### src/design/cse_pkg.sv
// ============================================================================
// cse_pkg: shared widths, types and helpers for the cosine similarity engine.
// ============================================================================
`default_nettype none
package cse_pkg;

  localparam int unsigned MaxLen    = 1024;
  localparam int unsigned ElemWidth = 16;
  localparam int unsigned CountW    = 11;
  localparam int unsigned DotW      = 42;
  localparam int unsigned SqW       = 41;
  localparam int unsigned MagW      = 41;   // magnitude of the dot sum
  localparam int unsigned TgtW      = 112;  // dot^2 * 2^30
  localparam int unsigned NormW     = 82;   // a_sq * b_sq
  localparam int unsigned TestW     = 114;  // norms * m^2 (m <= 32768)
  localparam int unsigned QDepth    = 4;
  localparam int unsigned QPtrW     = 2;

  // One finished vector pair, passed from front to back.
  typedef struct packed {
    logic signed [DotW-1:0] dot;
    logic [SqW-1:0]         asq;
    logic [SqW-1:0]         bsq;
    logic                   too_long;
    logic [CountW-1:0]      count;
  } job_t;

  typedef struct packed {
    logic signed [15:0] similarity;
    logic               zero_norm;
    logic               too_long;
    logic [CountW-1:0]  pair_count;
  } result_t;

endpackage
`default_nettype wire

### src/design/cse_queue.sv
// ============================================================================
// cse_queue: short job queue
// A four-entry register queue between the front and back ends.
// ============================================================================
`default_nettype none
module cse_queue (
  input  wire            clk,
  input  wire            rst,
  input  wire            wr_valid,
  output logic           wr_ready,
  input  cse_pkg::job_t  wr_job,
  output logic           rd_valid,
  input  wire            rd_ready,
  output cse_pkg::job_t  rd_job
);
  import cse_pkg::*;

  job_t            slots [QDepth];
  logic [QPtrW-1:0] wptr, rptr;
  logic [QPtrW:0]   fill;
  logic             push, pop;

  assign wr_ready = (fill != QDepth[QPtrW:0]);
  assign rd_valid = (fill != '0);
  assign rd_job   = slots[rptr];
  assign push     = wr_valid && wr_ready;
  assign pop      = rd_valid && rd_ready;

  // Pointers and fill level.
  always_ff @(posedge clk) begin
    if (rst) begin
      wptr <= '0;
      rptr <= '0;
      fill <= '0;
    end else begin
      if (push) wptr <= wptr + 1'b1;
      if (pop)  rptr <= rptr + 1'b1;
      fill <= fill + {{QPtrW{1'b0}}, push} - {{QPtrW{1'b0}}, pop};
    end
  end

  // Slot storage.
  always_ff @(posedge clk) begin
    if (push) slots[wptr] <= wr_job;
  end
endmodule
`default_nettype wire

### config.mk
export PLATFORM = sky130hd
export DESIGN_NAME = cse_queue
export DESIGN_NICKNAME = d
export VERILOG_FILES = /design/src/design/cse_pkg.sv /design/src/design/cse_queue.sv
export SDC_FILE = /design/constraint.sdc
export NUM_CORES = 1
export LEC_CHECK = 0
export BUFFER_PORTS_ARGS = -buffer_cell sky130_fd_sc_hd__buf_2
export CORE_ASPECT_RATIO = 1.25
export CORE_UTILIZATION = 52
export DETAILED_ROUTE_END_ITERATION = 8
export GPL_ROUTABILITY_DRIVEN = 0
export HOLD_SLACK_MARGIN = 0.06
export PLACE_DENSITY = 0.79
export SYNTH_ARGS = -nofsm -noshare
export SYNTH_HDL_FRONTEND = slang
export SYNTH_SLANG_ARGS = --single-unit
### constraint.sdc
create_clock -name clk -period 5.05 [get_ports clk]
set_input_delay 0.505 -clock clk [delete_from_list [all_inputs] [get_ports clk]]
set_output_delay 0.505 -clock clk [all_outputs]
set_load 0.05 [all_outputs]
==> metrics.yaml <==
status: "finished, final reports clean"
final_core_util_pct: 62.3
start_util_pct: 52.7
finalNetCount: 1218
setup_viol: 0
synth.top_cells.by_count: "edfxtp_1, mux4_2, buf_2, dfxtp_1"
drc_errors: 0
htreeDepth: 2
postCtsHoldBufs: 0
nFillCells: 2554
wl_per_cell_um: 23.4
critical_path_class: "reg2out"
synth_top_area_cell: "edfxtp_1"
r2r_start: "fill[1]"
area.sequential_um2: 16500
clock-sinks: 553
critical_path_arrival_ns: 2.76
yosys.cell_count.top_type: "edfxtp_1"
cts_tree: "done"
yosys_warnings: 0
cts_buffer_depth: 3
die-area_um2: 39300
synthFlopType: "edfxtp_1"
fin_skew_ns: 0.0141
synth_area_per_cell_um2: 26.4
finalSetupTns_ns: 0
ys_types: 24
critPathCaptureType: "output port"
power_density_nw_per_um2: 584
antenna_found_initial: 11
rsz0062_at_grt: "no"
drive_above_1_share_pct: 45.7
cts_made_buffers: 51
async_flop_share_pct: 0
crit_chain: "buf_4 -> mux4_2 -> buf_2"
min_period_ns: 3.27
multi_input_area_um2: 3340
clk_latency_ns: 0.56
cts_root_buf: "clkbuf_16"
cp_slowest_cell: "buf_4"
synth-edff-count: 544
rows: 80
coreArea_um2: 38000
drt-initial-drc-count: 720
overflow: 0
grt_pass1_vias: 9434
ant_nets: 0
final_hold_viol_count: 0
dp_hpwl_um: 22200
syn2layout_area_growth_pct: 18.2
worstSetupStartpointType: "register"
wl_um: 37800
crit_family: "buffers and inverters"
synthesis.area_um2: 20000
dr.pass1.iters: 6
post_cts_buffers: 0
hp-class: "in2reg"
grt_max_degree: 137
die_y_um: 222
timing.fmax_ghz: 0.306
post_cts_resized: 0
synthCells: 759
hp-start: "wr_job[113]"
synth_top_area_share_pct: 81.5
vias_per_cell: 5.54
vias: 8930
ios: 278
tightest_slew_ns: 1.15
ys_seq_elements: 553
drv_cap: 0
clkTransAtPathRegs_ns: 0.06
drv_slew: 0
max_slew_margin_pct: 23.4
vdd_drop_max_v: 0.000444
port_buffers: 277
grt_pass1_wl_um: 56600
placed_cells: 1510
leakage_nw: 7.89
path_buf_inv: 2
finalCritPeriodShare_pct: 64.7
cpPeakStageDelay_ns: 0.67
synthesis.nets: 906
final_cells: 1612
yosysSeqAreaShare_pct: 82.4
cp.required_ns: 4.55
synth_area_leaders: "edfxtp_1, mux4_2, dfxtp_1, buf_2, ha_1"
crit_fanout: 37
grt_usage_pct: 19.5
die_w_um: 178
[routing by layer]
metal / track usage [%] / wire length (um)
met1: 26.9 / 15400
met2: 30.3 / 18400
met3: 5.50 / 2940
met4: 5.98 / 930
met5: 0 / 86
[power breakdown]
group,internal [W],leakage (nW),switching (W)
sequential,0.00562,5.06,0.000163
combinational,0.00126,2.03,0.00305
clock,0.00215,0.799,0.00160
[kinds of logic (layout without fill, tap and decap cells)]
| kind of cell | Yosys count | after routing | synth area share, % |
|---|---|---|---|
| AOI/OAI and AO/OA | 3 | 3 | 0.125 |
| xor gates and xnor gates | 3 | 3 | 0.131 |
| adders and majority gates | 7 | 7 | 0.474 |
| buffers and inverters | 36 | 390 | 1.03 |
| DFF | 553 | 553 | 82.4 |
| muxes | 138 | 138 | 15.4 |
| other | 0 | 7 | 0 |
| and+or+nand+nor | 19 | 19 | 0.474 |
[final cells by class]
type / instances / share of cell area, %
clock inverters: 27 / 1.10
diodes: 7 / 0.0739
flip-flops and latches: 553 / 69.7
well taps: 492 / 2.60
multi-input cells: 170 / 14.1
repair buffers: 290 / 6.47
clock buffers: 68 / 5.87
inverters: 5 / 0.0792
[through the flow]
stage	setup slack (ns)	hold WS (ns)	area, um^2	total power, W
4_1_cts	1.65	0.113	23700	0.0140
3_5_place_dp	2.14	0.523	22000	0.0103
3_3_place_gp	2.24	0.497	22000	0.0102
2_1_floorplan	0.504	0.482	20000	0.00929
5_1_grt	1.56	0.119	23700	0.0144
6_report	1.78	0.148	23700	0.0138
[layout by cell type (no fill, tap or decap), types with 3 or more instances in the layout]
cell        count
diode_2         7
buf_12          4
buf_2         277
clkinvlp_4      4
inv_1           5
edfxtp_1      544
clkbuf_16      52
clkinv_2        9
clkbuf_8        3
ha_1            6
nor2_1          8
bufinv_16       4
buf_4           9
clkinv_1        6
clkbuf_1       13
dfxtp_1         7
mux4_2        136
and2_4          4
[path summary, 6_finish.rpt]
path	end	slack [ns]	cells after the start
worst min-delay path	slots[3][113]	0.15	1
worst max register to register	slots[0][109]	2.18	4
worst max-delay path	rd_job[92]	1.78	3
worst min register to register	register	0.53	2
[registers in the layout, summed over array words and instances, names as in the netlist, named ones only]
signal	cells
slots	544
wptr	2
rptr	2
fill	3
Power figures use the tool's default switching activity.
