## src/design/cse_pkg.sv

```systemverilog
// ============================================================================
// cse_pkg: shared widths, types and helpers for the cosine similarity engine.
// ============================================================================
`default_nettype none
package cse_pkg;

  localparam int unsigned MaxLen    = 1024;
  localparam int unsigned ElemWidth = 16;
  localparam int unsigned CountW    = 11;
  localparam int unsigned DotW      = 42;
  localparam int unsigned SqW       = 41;
  localparam int unsigned MagW      = 41;   // magnitude of the dot sum
  localparam int unsigned TgtW      = 112;  // dot^2 * 2^30
  localparam int unsigned NormW     = 82;   // a_sq * b_sq
  localparam int unsigned TestW     = 114;  // norms * m^2 (m <= 32768)
  localparam int unsigned QDepth    = 4;
  localparam int unsigned QPtrW     = 2;

  // One finished vector pair, passed from front to back.
  typedef struct packed {
    logic signed [DotW-1:0] dot;
    logic [SqW-1:0]         asq;
    logic [SqW-1:0]         bsq;
    logic                   too_long;
    logic [CountW-1:0]      count;
  } job_t;

  typedef struct packed {
    logic signed [15:0] similarity;
    logic               zero_norm;
    logic               too_long;
    logic [CountW-1:0]  pair_count;
  } result_t;

endpackage
`default_nettype wire

```

## src/design/cse_front.sv

```systemverilog
// ============================================================================
// cse_front: accumulator front end
// Takes one element pair a beat, keeps the three running sums and the pair
// count, and hands a finished job to the queue on the last beat.
// ============================================================================
`default_nettype none
module cse_front (
  input  wire                   clk,
  input  wire                   rst,
  input  wire                   in_valid,
  output logic                  in_ready,
  input  wire  [15:0]           a_element,
  input  wire  [15:0]           b_element,
  input  wire                   last_element,
  output logic                  job_valid,
  input  wire                   job_ready,
  output cse_pkg::job_t         job
);
  import cse_pkg::*;

  logic signed [DotW-1:0] dot_sum;
  logic [SqW-1:0]         a_square_sum;
  logic [SqW-1:0]         b_square_sum;
  logic [CountW-1:0]      element_count;
  logic                   overflow_seen;

  logic signed [ElemWidth-1:0] a_s, b_s;
  logic signed [31:0] ab, aa, bb;
  logic               room, fire;
  logic signed [DotW-1:0] dot_next;
  logic [SqW-1:0]     asq_next, bsq_next;
  logic [CountW-1:0]  cnt_next;
  logic               ovf_next;

  // Every beat waits for a free queue slot, as a last beat needs one.
  assign in_ready = job_ready;
  assign fire     = in_valid && in_ready;

  assign a_s = $signed(a_element[ElemWidth-1:0]);
  assign b_s = $signed(b_element[ElemWidth-1:0]);
  assign ab  = a_s * b_s;
  assign aa  = a_s * a_s;
  assign bb  = b_s * b_s;
  assign room = ({21'd0, element_count} < MaxLen);

  // Sums after this beat.
  always_comb begin
    dot_next = dot_sum;
    asq_next = a_square_sum;
    bsq_next = b_square_sum;
    cnt_next = element_count;
    ovf_next = overflow_seen;
    if (room) begin
      dot_next = dot_sum + DotW'(ab);
      asq_next = a_square_sum + SqW'(unsigned'(aa));
      bsq_next = b_square_sum + SqW'(unsigned'(bb));
      cnt_next = element_count + 1'b1;
    end else begin
      ovf_next = 1'b1;
    end
  end

  assign job_valid    = fire && last_element;
  assign job.dot      = dot_next;
  assign job.asq      = asq_next;
  assign job.bsq      = bsq_next;
  assign job.too_long = ovf_next;
  assign job.count    = cnt_next;

  // Accumulators clear on reset and after the last beat.
  always_ff @(posedge clk) begin
    if (rst || (fire && last_element)) begin
      dot_sum       <= '0;
      a_square_sum  <= '0;
      b_square_sum  <= '0;
      element_count <= '0;
      overflow_seen <= 1'b0;
    end else if (fire) begin
      dot_sum       <= dot_next;
      a_square_sum  <= asq_next;
      b_square_sum  <= bsq_next;
      element_count <= cnt_next;
      overflow_seen <= ovf_next;
    end
  end
endmodule
`default_nettype wire

```

## config.mk

```make
export PLATFORM = sky130hd
export DESIGN_NAME = cse_front
export DESIGN_NICKNAME = d
export VERILOG_FILES = /design/src/design/cse_pkg.sv /design/src/design/cse_front.sv
export SDC_FILE = /design/constraint.sdc
export NUM_CORES = 2
export LEC_CHECK = 0
export BUFFER_PORTS_ARGS = -buffer_cell sky130_fd_sc_hd__buf_2
export CORE_UTILIZATION = 55
export CTS_CLUSTER_DIAMETER = 200
export DETAILED_ROUTE_END_ITERATION = 10
export PLACE_DENSITY = 0.83
export SYNTH_ARGS = -nofsm -noshare
export SYNTH_HDL_FRONTEND = slang
export SYNTH_SLANG_ARGS = --single-unit
```

## constraint.sdc

```tcl
create_clock -name clk -period 11 [get_ports clk]
set_input_delay 2.2 -clock clk [delete_from_list [all_inputs] [get_ports clk]]
set_output_delay 2.2 -clock clk [all_outputs]
set_load 0.02 [all_outputs]
```

==> results <==
- The run finished, with violations left.
- The utilization after layout is 71.6%.
- The number of hold violations in the final report is 0.
- The full die area is 73300 µm².
- In this run, post-CTS hold repair placed 0 buffers.
- The routed wire length per instance is 22.6 µm.
- The relative slew slack is 11.0%.
- Leaving out fill and tap cells, the most frequent cells in the layout are inv_1, fa_1, buf_4, nand2_1, ha_1.
- The final reports fail on DRC, setup timing.
- The later pin in the worst-skew pair is clocked with a latency of between 0.4 and 0.5 ns.
- The clock tree from TritonCTS is yes.
- The routability-driven placement congestion ratio is ~0.97.
- The core region is approximately 71000 µm².
- The worst hold path begins at b_square_sum[6]$_SDFFE_PP0P_.
- The post-synth net total is between 5000 and 6000.
- The proportion of layout cells with a drive suffix above 1 is 27.6%.
- The floorplan has 98 rows.
- The horizontal die dimension is 271 µm.
- The required time of the worst setup path is 8.80 ns.
- The peak clock frequency supported by timing is 81.8 MHz.
- The number of antenna violations at the first check in global routing was 3.
- The H-tree generated during clock tree synthesis spans 4 levels.
- The cell with the largest stage delay on the worst path is fa_1.
- The netlist uses 89 different library cells.
- Clock-pin slew was measured on the worst setup and hold paths at 0.07 ns.
- The top flip-flop cell by instance count after synthesis is dfxtp_1.
- The post-route setup TNS is -32.66 ns.
- Counting flops and latches in the post-synthesis netlist gives 136.
- The sum of overflow across all layers after global routing is 0.
- Input and output buffers added on the ports amount to roughly 170.
- The number of buffers between clock root and the deepest sink is 2.
- The largest net degree at the start of global routing is 88.
- The initial utilization of the core area, before any placement, comes to 55.6%.
- The synthesized area per cell is 8.67 µm².
- The number of nets with antenna violations after routing is 0.
- The synthesized area is 39700 µm².
- STA classifies the critical path endpoint as an output pin.
- The most common cell after layout, fill and taps aside is inv_1.
- The final net count is 6533.
- The first global-routing pass estimated 207000 µm of wire.
- In the routed layout, each cell is associated on average with a via count of just over 6.
- The highest cell delay on the worst timing path is 0.72 ns.
- The gate count after technology mapping is roughly 4600.
- Counting flops with a built-in enable in the synthesized netlist gives 0.
- The transition time at the pin with the least slew margin is approximately 1.3 ns.
- The first TritonRoute pass finished after 11 iterations.
- The worst min-delay path class is reg -> reg.
- For this block, the routed nets add up to 142000 µm of wire.
- The total DRC errors in the routed layout is 1.
- The clock net in this run drives a total of 136 sinks.
- The launching point of the worst reg2reg path is dot_sum[15]$_SDFFE_PP0P_.
- The reg-to-reg setup timing slack is ~5.2 ns.
- Counting the buffers created by CTS gives 17.
- The final max-slew violation count is 0.
- The filler cells instantiated in the layout total 4304.
- The final non-filler cell area is 51200 µm².
- The signal arrival time at the worst endpoint is 10.02 ns.
- The number of global-route vias before repair was 39600.
- The worst setup path startpoint is a_element[11].
- The worst path setup slack after routing is -1.22 ns.
- The Yosys step of the flow raised 0 warnings.
- The largest fanout of any net on the critical path is 7.
- The die is around 270 µm tall.
- Setup repair after global routing could not meet its margin everywhere.
- The root buffer cell chosen for the clock tree is clkbuf_16.
- The fraction of registers with async set or reset after synthesis is 0%.
- The first-iteration detailed-routing DRC count is 4354.
- The total half-perimeter wirelength after legalization and detailed placement is 94900 µm.
- Setup violations remaining at the end of the flow were counted as 55.
- The minimum period implied by the final worst setup slack is 12.22 ns.
- The number of top-level design ports is ~180.
- Counting stages on the worst path, the most repeated cell is fa_1.
- The number of vias after detailed routing is 38100.
- Dividing the final minimum period by the clock period gives 111%.
- The clock skew is 0.0149 ns.
- The type of element launching the critical path is an input pin.
- Timing analysis after detailed placement gives a worst setup slack of -1.08 ns.
- The post-detailed-placement cell area is 46300 µm².
- The total track usage is 35.8%.
- The sequential element share of the synthesized area is 6.85%.
- The layout overhead on the synthesized area is 28.8%.
- The count of maximum capacitance violations is 0.
- The worst setup path is of the in -> out kind.
==> state kept, by name, summed over array words and instances, names as in the netlist <==
register / cells
a_square_sum: 41
b_square_sum: 41
dot_sum: 42
element_count: 11
overflow_seen: 1
==> final timing paths <==
check                            endpoint  cells past startpoint
min reg2reg  b_square_sum[6]$_SDFFE_PP0P_                      2
min          b_square_sum[6]$_SDFFE_PP0P_                      2
max reg2reg      dot_sum[35]$_SDFFE_PP0P_                     20
max                               job[86]                     32
==> layout make-up <==
| type | instances | area, µm² | area share [%] |
|---|---|---|---|
| multi-input cells | 3286 | 35500 | 69.4 |
| repair buffers | 907 | 7500 | 14.6 |
| inverters | 975 | 3690 | 7.21 |
| flip-flops and latches | 136 | 2730 | 5.33 |
| well taps | 950 | 1190 | 2.32 |
| clock buffers | 17 | 425 | 0.831 |
| clock inverters | 15 | 134 | 0.262 |
| diodes | 4 | 10.0 | 0.0196 |
==> cell families (layout without fill, tap and decap cells) <==
group | after synthesis | after routing | synth area share, %
and+or+nand+nor | 1243 | 1243 | 14.3
adders and majority gates | 1173 | 1173 | 52.3
buffers and inverters | 1164 | 1914 | 11.0
AOI/OAI and AO/OA | 623 | 624 | 10.0
xor gates and xnor gates | 226 | 226 | 4.98
DFF | 136 | 136 | 6.85
muxes | 20 | 20 | 0.561
other | 0 | 4 | 0
==> timing repair <==
item,CTS,global route
endpoints found under the hold margin,0,0
cloned,4,1
resized for setup,437,316
pin swaps,230,207
endpoints found under the setup margin,71,79
buffers inserted,87,66
==> worst max-delay path, delay by kind of cell <==
kind	cells	cell delay [ns]
and+or+nand+nor	8	1.47
xor gates and xnor gates	2	0.36
AOI/OAI and AO/OA	2	0.37
buffers and inverters	12	1.75
adders and majority gates	8	3.81
==> synth_stat cells (4+ instances only) <==
cell type    n  area share [%]
o21ai_0    191             2.4
a211o_1      4           0.088
nand2b_1    29            0.46
nand2_1    555             5.2
a211oi_2     4            0.13
or4_1        7            0.13
xor2_1      88             1.9
o21a_1      24            0.45
ha_1       361              11
a311o_1      4            0.10
and2_1     155             2.4
buf_1       16            0.15
or2_2        7            0.11
nand3_1     80             1.0
a21o_1      73             1.4
o2111ai_1    5            0.11
and3_1      27            0.43
clkinv_1     6           0.057
o211ai_1    14            0.26
a21oi_1    152             1.9
dfxtp_1    136             6.9
inv_1      967             9.1
o21bai_1    19            0.36
xnor2_1    138             3.0
o31ai_1      8            0.15
a31o_2      10            0.22
nand4_1     20            0.31
nor4b_1      6            0.13
and4_1       4           0.088
nor2_1     247             2.3
a211oi_1    18            0.34
o21ai_2      4           0.088
or3_1       20            0.31
nor2b_1     16            0.25
fa_1       812              41
a31oi_1     30            0.47
o21ai_1     13            0.16
clkbuf_1   167             1.6
nor3_1      55            0.69
mux2_2      18            0.51
==> layer usage <==
metal	track usage, %	vias up	share of wire [%]
met5	0	-	0.0091
met4	21.8	2	8.6
met3	8.48	1073	12
met2	57.9	2941	46
met1	43.5	18500	34
li1	-	15600	-
==> through the flow <==
| step | instances | hold WS (ns) |
|---|---|---|
| global route | 6287 | 0.507 |
| floorplan | 4585 | 0.429 |
| finish | 6290 | 0.485 |
| detailed placement | 6122 | 0.466 |
| CTS | 6243 | 0.481 |
| global placement | 6122 | 0.441 |
Power is left out: the tool's default activity adds up to more than one toggle a clock period on the data nets, which glitch-free logic cannot reach.
