--- src/design/cse_pkg.sv ---
// ============================================================================
// cse_pkg: shared widths, types and helpers for the cosine similarity engine.
// ============================================================================
`default_nettype none
package cse_pkg;

  localparam int unsigned MaxLen    = 1024;
  localparam int unsigned ElemWidth = 16;
  localparam int unsigned CountW    = 11;
  localparam int unsigned DotW      = 42;
  localparam int unsigned SqW       = 41;
  localparam int unsigned MagW      = 41;   // magnitude of the dot sum
  localparam int unsigned TgtW      = 112;  // dot^2 * 2^30
  localparam int unsigned NormW     = 82;   // a_sq * b_sq
  localparam int unsigned TestW     = 114;  // norms * m^2 (m <= 32768)
  localparam int unsigned QDepth    = 4;
  localparam int unsigned QPtrW     = 2;

  // One finished vector pair, passed from front to back.
  typedef struct packed {
    logic signed [DotW-1:0] dot;
    logic [SqW-1:0]         asq;
    logic [SqW-1:0]         bsq;
    logic                   too_long;
    logic [CountW-1:0]      count;
  } job_t;

  typedef struct packed {
    logic signed [15:0] similarity;
    logic               zero_norm;
    logic               too_long;
    logic [CountW-1:0]  pair_count;
  } result_t;

endpackage
`default_nettype wire

--- src/design/cse_back.sv ---
// ============================================================================
// cse_back: norm and quotient back end
// Forms dot^2*2^30 and a_sq*b_sq with a shared 32x32 multiplier over many
// cycles, then finds the result magnitude one bit a pass, msb first, forming
// norms*m^2 on the same multiplier one word at a time.
// ============================================================================
`default_nettype none
module cse_back (
  input  wire              clk,
  input  wire              rst,
  input  wire              job_valid,
  output logic             job_ready,
  input  cse_pkg::job_t    job,
  output logic             res_valid,
  input  wire              res_ready,
  output cse_pkg::result_t res
);
  import cse_pkg::*;

  localparam logic [2:0] S_IDLE = 3'd0;
  localparam logic [2:0] S_MUL  = 3'd1;
  localparam logic [2:0] S_SRCH = 3'd2;
  localparam logic [2:0] S_OUT  = 3'd3;

  logic [2:0] state;
  logic       neg, zero, tl;
  logic [CountW-1:0] cnt;

  // Multi-word multiply: x (2 words) * y (2 words), one partial a cycle.
  logic [63:0]  mx, my;
  logic [127:0] acc;
  logic [1:0]   pidx;
  logic         phase;        // 0: dot^2, 1: a_sq*b_sq
  logic [TgtW-1:0]  target;
  logic [NormW-1:0] norms;

  // Search: m built msb first, test = norms * m^2 over three norm words.
  logic [16:0]  m, trial;
  logic [4:0]   bitn;
  logic [2:0]   sub;          // 0: m^2, 1..3: norm words, 4: compare
  logic [31:0]  msq;
  logic [127:0] prod;
  logic         fits;

  logic [31:0] pa, pb, nw;
  logic [63:0] pp;
  logic [31:0] xw0, xw1, yw0, yw1;

  assign xw0 = mx[31:0];
  assign xw1 = mx[63:32];
  assign yw0 = my[31:0];
  assign yw1 = my[63:32];

  // Norm word for the current search step.
  always_comb begin
    case (sub)
      3'd1:    nw = norms[31:0];
      3'd2:    nw = norms[63:32];
      default: nw = 32'(norms[NormW-1:64]);
    endcase
  end

  assign pa   = (state == S_SRCH) ? nw  : (pidx[1] ? xw1 : xw0);
  assign pb   = (state == S_SRCH) ? msq : (pidx[0] ? yw1 : yw0);
  assign pp   = pa * pb;
  assign fits = (prod[TestW-1:0] <= TestW'(target));

  assign job_ready = (state == S_IDLE);
  assign res_valid = (state == S_OUT);

  always_ff @(posedge clk) begin
    if (rst) begin
      state <= S_IDLE;
    end else begin
      unique case (state)
        S_IDLE: begin
          if (job_valid) begin
            neg   <= job.dot[DotW-1];
            mx    <= 64'(job.dot[DotW-1] ? MagW'(-job.dot) : MagW'(job.dot));
            my    <= 64'(job.dot[DotW-1] ? MagW'(-job.dot) : MagW'(job.dot));
            tl    <= job.too_long;
            cnt   <= job.count;
            zero  <= (job.asq == '0) || (job.bsq == '0);
            norms <= NormW'({job.asq, job.bsq});  // held operands for now
            acc   <= '0;
            pidx  <= '0;
            phase <= 1'b0;
            state <= S_MUL;
          end
        end
        S_MUL: begin
          // Accumulate one shifted partial product.
          acc  <= acc + (128'(pp) << {2'(pidx[1]) + 2'(pidx[0]), 5'd0});
          pidx <= pidx + 2'd1;
          if (pidx == 2'd3) begin
            if (!phase) begin
              target <= TgtW'((acc + (128'(pp) << 64)) << 30);
              mx     <= 64'(norms[NormW-1:SqW]);
              my     <= 64'(norms[SqW-1:0]);
              acc    <= '0;
              phase  <= 1'b1;
            end else begin
              norms <= NormW'(acc + (128'(pp) << 64));
              m     <= '0;
              bitn  <= 5'd14;
              sub   <= '0;
              state <= zero ? S_OUT : S_SRCH;
              // Full scale is tried first; it is the largest possible magnitude.
              trial <= 17'h08000;
            end
          end
        end
        S_SRCH: begin
          unique case (sub) inside
            3'd0: begin
              msq  <= 32'(trial) * 32'(trial);
              prod <= '0;
              sub  <= 3'd1;
            end
            [3'd1:3'd3]: begin
              prod <= prod + (128'(pp) << {sub - 3'd1, 5'd0});
              sub  <= sub + 3'd1;
            end
            default: begin
              if (fits) m <= trial;
              if (bitn == 5'd31 || (fits && trial[15])) begin
                state <= S_OUT;
              end else begin
                trial <= (fits ? trial : m) | (17'd1 << bitn[3:0]);
                bitn  <= bitn - 5'd1;
              end
              sub <= 3'd0;
            end
          endcase
        end
        S_OUT: begin
          if (res_ready) state <= S_IDLE;
        end
        default: state <= S_IDLE;
      endcase
    end
  end

  // Result formatting.
  always_comb begin
    res.zero_norm  = zero;
    res.too_long   = tl;
    res.pair_count = cnt;
    if (zero)
      res.similarity = '0;
    else if (neg)
      res.similarity = 16'(-m);
    else
      res.similarity = (m > 17'd32767) ? 16'sd32767 : $signed(m[15:0]);
  end
endmodule
`default_nettype wire

--- config.mk ---
export PLATFORM = sky130hd
export DESIGN_NAME = cse_back
export DESIGN_NICKNAME = d
export VERILOG_FILES = /design/src/design/cse_pkg.sv /design/src/design/cse_back.sv
export SDC_FILE = /design/constraint.sdc
export NUM_CORES = 2
export LEC_CHECK = 0
export BUFFER_PORTS_ARGS = -buffer_cell sky130_fd_sc_hd__buf_2
export CORE_MARGIN = 1
export CORE_UTILIZATION = 35
export CTS_BUF_LIST = sky130_fd_sc_hd__clkbuf_4 sky130_fd_sc_hd__clkbuf_8
export CTS_CLUSTER_DIAMETER = 80
export DETAILED_ROUTE_END_ITERATION = 12
export HOLD_SLACK_MARGIN = 0.15
export PLACE_DENSITY = 0.51
export SYNTH_ARGS = -nofsm -noshare
export SYNTH_HDL_FRONTEND = slang
export SYNTH_SLANG_ARGS = --single-unit
export TNS_END_PERCENT = 5
--- constraint.sdc ---
create_clock -name clk -period 11.06 [get_ports clk]
set_input_delay 3.318 -clock clk [delete_from_list [all_inputs] [get_ports clk]]
set_output_delay 3.318 -clock clk [all_outputs]
set_load 0.01 [all_outputs]
==> flow_metrics.tcl <==
set metrics [dict create \
    drv_slew 0 \
    critical_path.slowest_cell "fa_1" \
    numClockSinks 535 \
    cpMostUsedCell "fa_1" \
    ctsHoldBuffers 0 \
    final_cells 14100 \
    maxCapViolations 0 \
    crit_family "adder cells" \
    port_buffers 170 \
    nFillCells 22400 \
    num_io_pins 171 \
    clock_latency_ns 0.90 \
    status "finished, violations left" \
    drt_first_pass_iters 6 \
    synth.most_common_cell "inv_1" \
    finalCriticalPeriod_ns 11.86 \
    synthMuxAreaShare 0.0183 \
    overflow 0 \
    netlist_area_mm2 0.0810 \
    worst_clock_skew_ns 0.0924 \
    hold_class "reg -> reg" \
    die_area_mm2 0.233 \
    yosys.area_share.adder 0.374 \
    post-place-cells 13800 \
    synth_seq_cells 535 \
    cts_tree "yes" \
    grt_pass1_wl_mm 529 \
    syn_inst 9125 \
    synth_top_area_frac 0.270 \
    drc 0 \
    routed_via_density 5.40 \
    ant_nets 0 \
    vias 76000 \
    numCtsBuffers 103 \
    dr.first_iter.drc_count 7348 \
    drive_gt1_frac 0.280 \
    rsz0062_at_grt "yes" \
    start_util 0.352 \
    routedWlPerCell_um 26.3 \
    row_count 176 \
    endpoint_kind "flip-flop" \
    fin_ws_ns -0.795 \
    max_stage_delay_ns 0.58 \
    multi_input_area_mm2 0.0616 \
    critPathKind "reg -> reg" \
    violations "negative setup slack" \
    seq_area_mm2 0.0160 \
    slew_headroom 0.217 \
    whs_ns 0.545 \
    worstSetupStartpointType "flip-flop" \
    crit_fanout 10 \
    antenna_found_initial 23 \
    clk_pin_slew_worst_paths_ns 0.06 \
    fmax_mhz 84.4 \
    nets 12900 \
    areaGrowthSynthToFinish_pct 32.1 \
    synth-edff-count 533 \
    grt_max_degree 115 \
    hold_viol 0 \
    dp_hpwl_mm 315 \
    synth-simple-area-share 0.159 \
    critPathArrivalTime_ns 12.47 \
    syn_nets 11000 \
    netlist_top_cells_count "1,379 x inv_1, 1,091 x fa_1, 1,066 x nand2_1, 1,042 x nor2_1, 676 x ha_1" \
    place.gp.congestion 1.03 \
    cts_root_buffer "clkbuf_8" \
    drt-total-wl_mm 371 \
    die_h_um 483 \
    post-route-period-util 1.07 \
    crit_buf_inv 18 \
    finalSetupViolCount 111 \
    synthTopCellsByArea "fa_1 27%, edfxtp_1 20%, ha_1 10%" \
    r2r_slack_ns -0.80 \
    cts.path.max_buffers 3 \
    grt_pass1_vias 76600 \
    worst_pin_slew_ns 1.17 \
    synth_top_area_cell "fa_1" \
    grtUsageTotal 0.315 \
    synth_xor_area_frac 0.0329 \
    synth_compound_gate_area_share 0.132 \
    htree_levels 3 \
    async_flop_share 0 \
    ys.flop_type "edfxtp_1" \
    die_x_um 483 \
    yosys_warnings 0 \
    core_region_area_mm2 0.230 \
    syn_area_per_cell_um2 8.87 \
    synth_top_family_by_area "adder cells" \
    synth-seq-area-share 0.198 \
    critPathRequiredTime_ns 11.68 \
    synth_cell_types 103 \
]
==> final timing paths <==
| check | start | end | cells past startpoint |
|---|---|---|---|
| min | acc[61] | target[91] | 0 |
| max reg2reg | sub[0] | prod[107] | 50 |
| min reg2reg | acc[61] | target[91] | 0 |
| max | sub[0] | prod[107] | 50 |
==> state kept, by name (all words and copies together), names as in the netlist, 31 cells and up <==
| name | cells |
|---|---|
| mx | 42 |
| my | 41 |
| msq | 31 |
| prod | 114 |
| norms | 82 |
| acc | 82 |
| target | 82 |
==> final cells by class <==
| cell class | instances | share of cell area |
|---|---|---|
| Clock inverter | 60 | 0.00449 |
| Clock buffer | 128 | 0.0151 |
| Timing Repair Buffer | 2189 | 0.170 |
| Sequential cell | 535 | 0.150 |
| Inverter | 1380 | 0.0485 |
| Antenna cell | 8 | 0.000187 |
| Multi-Input combinational cell | 6752 | 0.576 |
| Tap cell | 3026 | 0.0354 |
==> kinds of logic after synthesis <==
logic type,count (synthesis)
AOI/OAI and AO/OA,1626
adders and majority gates,1767
DFF,535
buffers and inverters,1838
xor gates and xnor gates,304
and+or+nand+nor,2919
muxes,136
==> placed cells by master, fill, tap and decap left out, types with 75 or more instances in the layout <==
cell type | netlist | routed
buf_4 | 2 | 1801
inv_1 | 1379 | 1355
fa_1 | 1091 | 1052
nand2_1 | 1066 | 1042
nor2_1 | 1042 | 962
ha_1 | 676 | 630
edfxtp_1 | 533 | 533
a21oi_1 | 495 | 414
a21o_1 | 237 | 233
xnor2_1 | 201 | 177
buf_2 | 10 | 170
buf_12 | 0 | 153
o21ai_0 | 223 | 148
nand4_1 | 123 | 123
nor3_1 | 130 | 111
clkbuf_8 | 0 | 104
and2_1 | 99 | 98
xor2_1 | 103 | 98
nand3_1 | 105 | 88
mux2_2 | 93 | 88
o21ai_1 | 43 | 79
o21a_1 | 84 | 78
o21bai_1 | 85 | 75
==> per-stage QoR <==
step / area (um^2) / setup TNS, ns / util / setup slack [ns]
global route: 107000 / -85.11 / 0.465 / -1.09
floorplan: 82000 / -0.106 / - / -0.0483
finish: 107000 / -47.79 / 0.465 / -0.795
global placement: 101000 / -120.73 / 0.439 / -1.76
detailed placement: 101000 / -120.89 / 0.439 / -1.75
CTS: 106000 / -41.88 / 0.460 / -0.888
==> worst reg2reg max path, delay by kind of cell, from the launching register on <==
kind,cells,cell delay (ns)
AO/OA/AOI/OAI,10,1.91
XOR/XNOR,1,0.18
adder cells (fa/ha/maj),11,4.84
buffers and inverters,18,2.31
flip-flops,1,0.40
AND/OR/NAND/NOR,10,1.98
==> timing repair <==
action                                 4_1_cts  5_1_grt
setup buffers                               80       18
setup endpoints to repair                  128      144
pin swaps                                  202      151
endpoints found under the hold margin        0        0
gates resized for setup                    431      246
gates cloned                                 1        0
==> metal layers <==
metal / vias up / global-route usage / share of wire
li1: 33800 / - / -
met1: 38400 / 0.450 / 0.44
met2: 3155 / 0.467 / 0.42
met3: 575 / 0.0659 / 0.091
met4: 12 / 0.117 / 0.043
met5: - / 0 / 0.00024
Power is left out: the tool's default activity adds up to more than one toggle a clock period on the data nets, which glitch-free logic cannot reach.
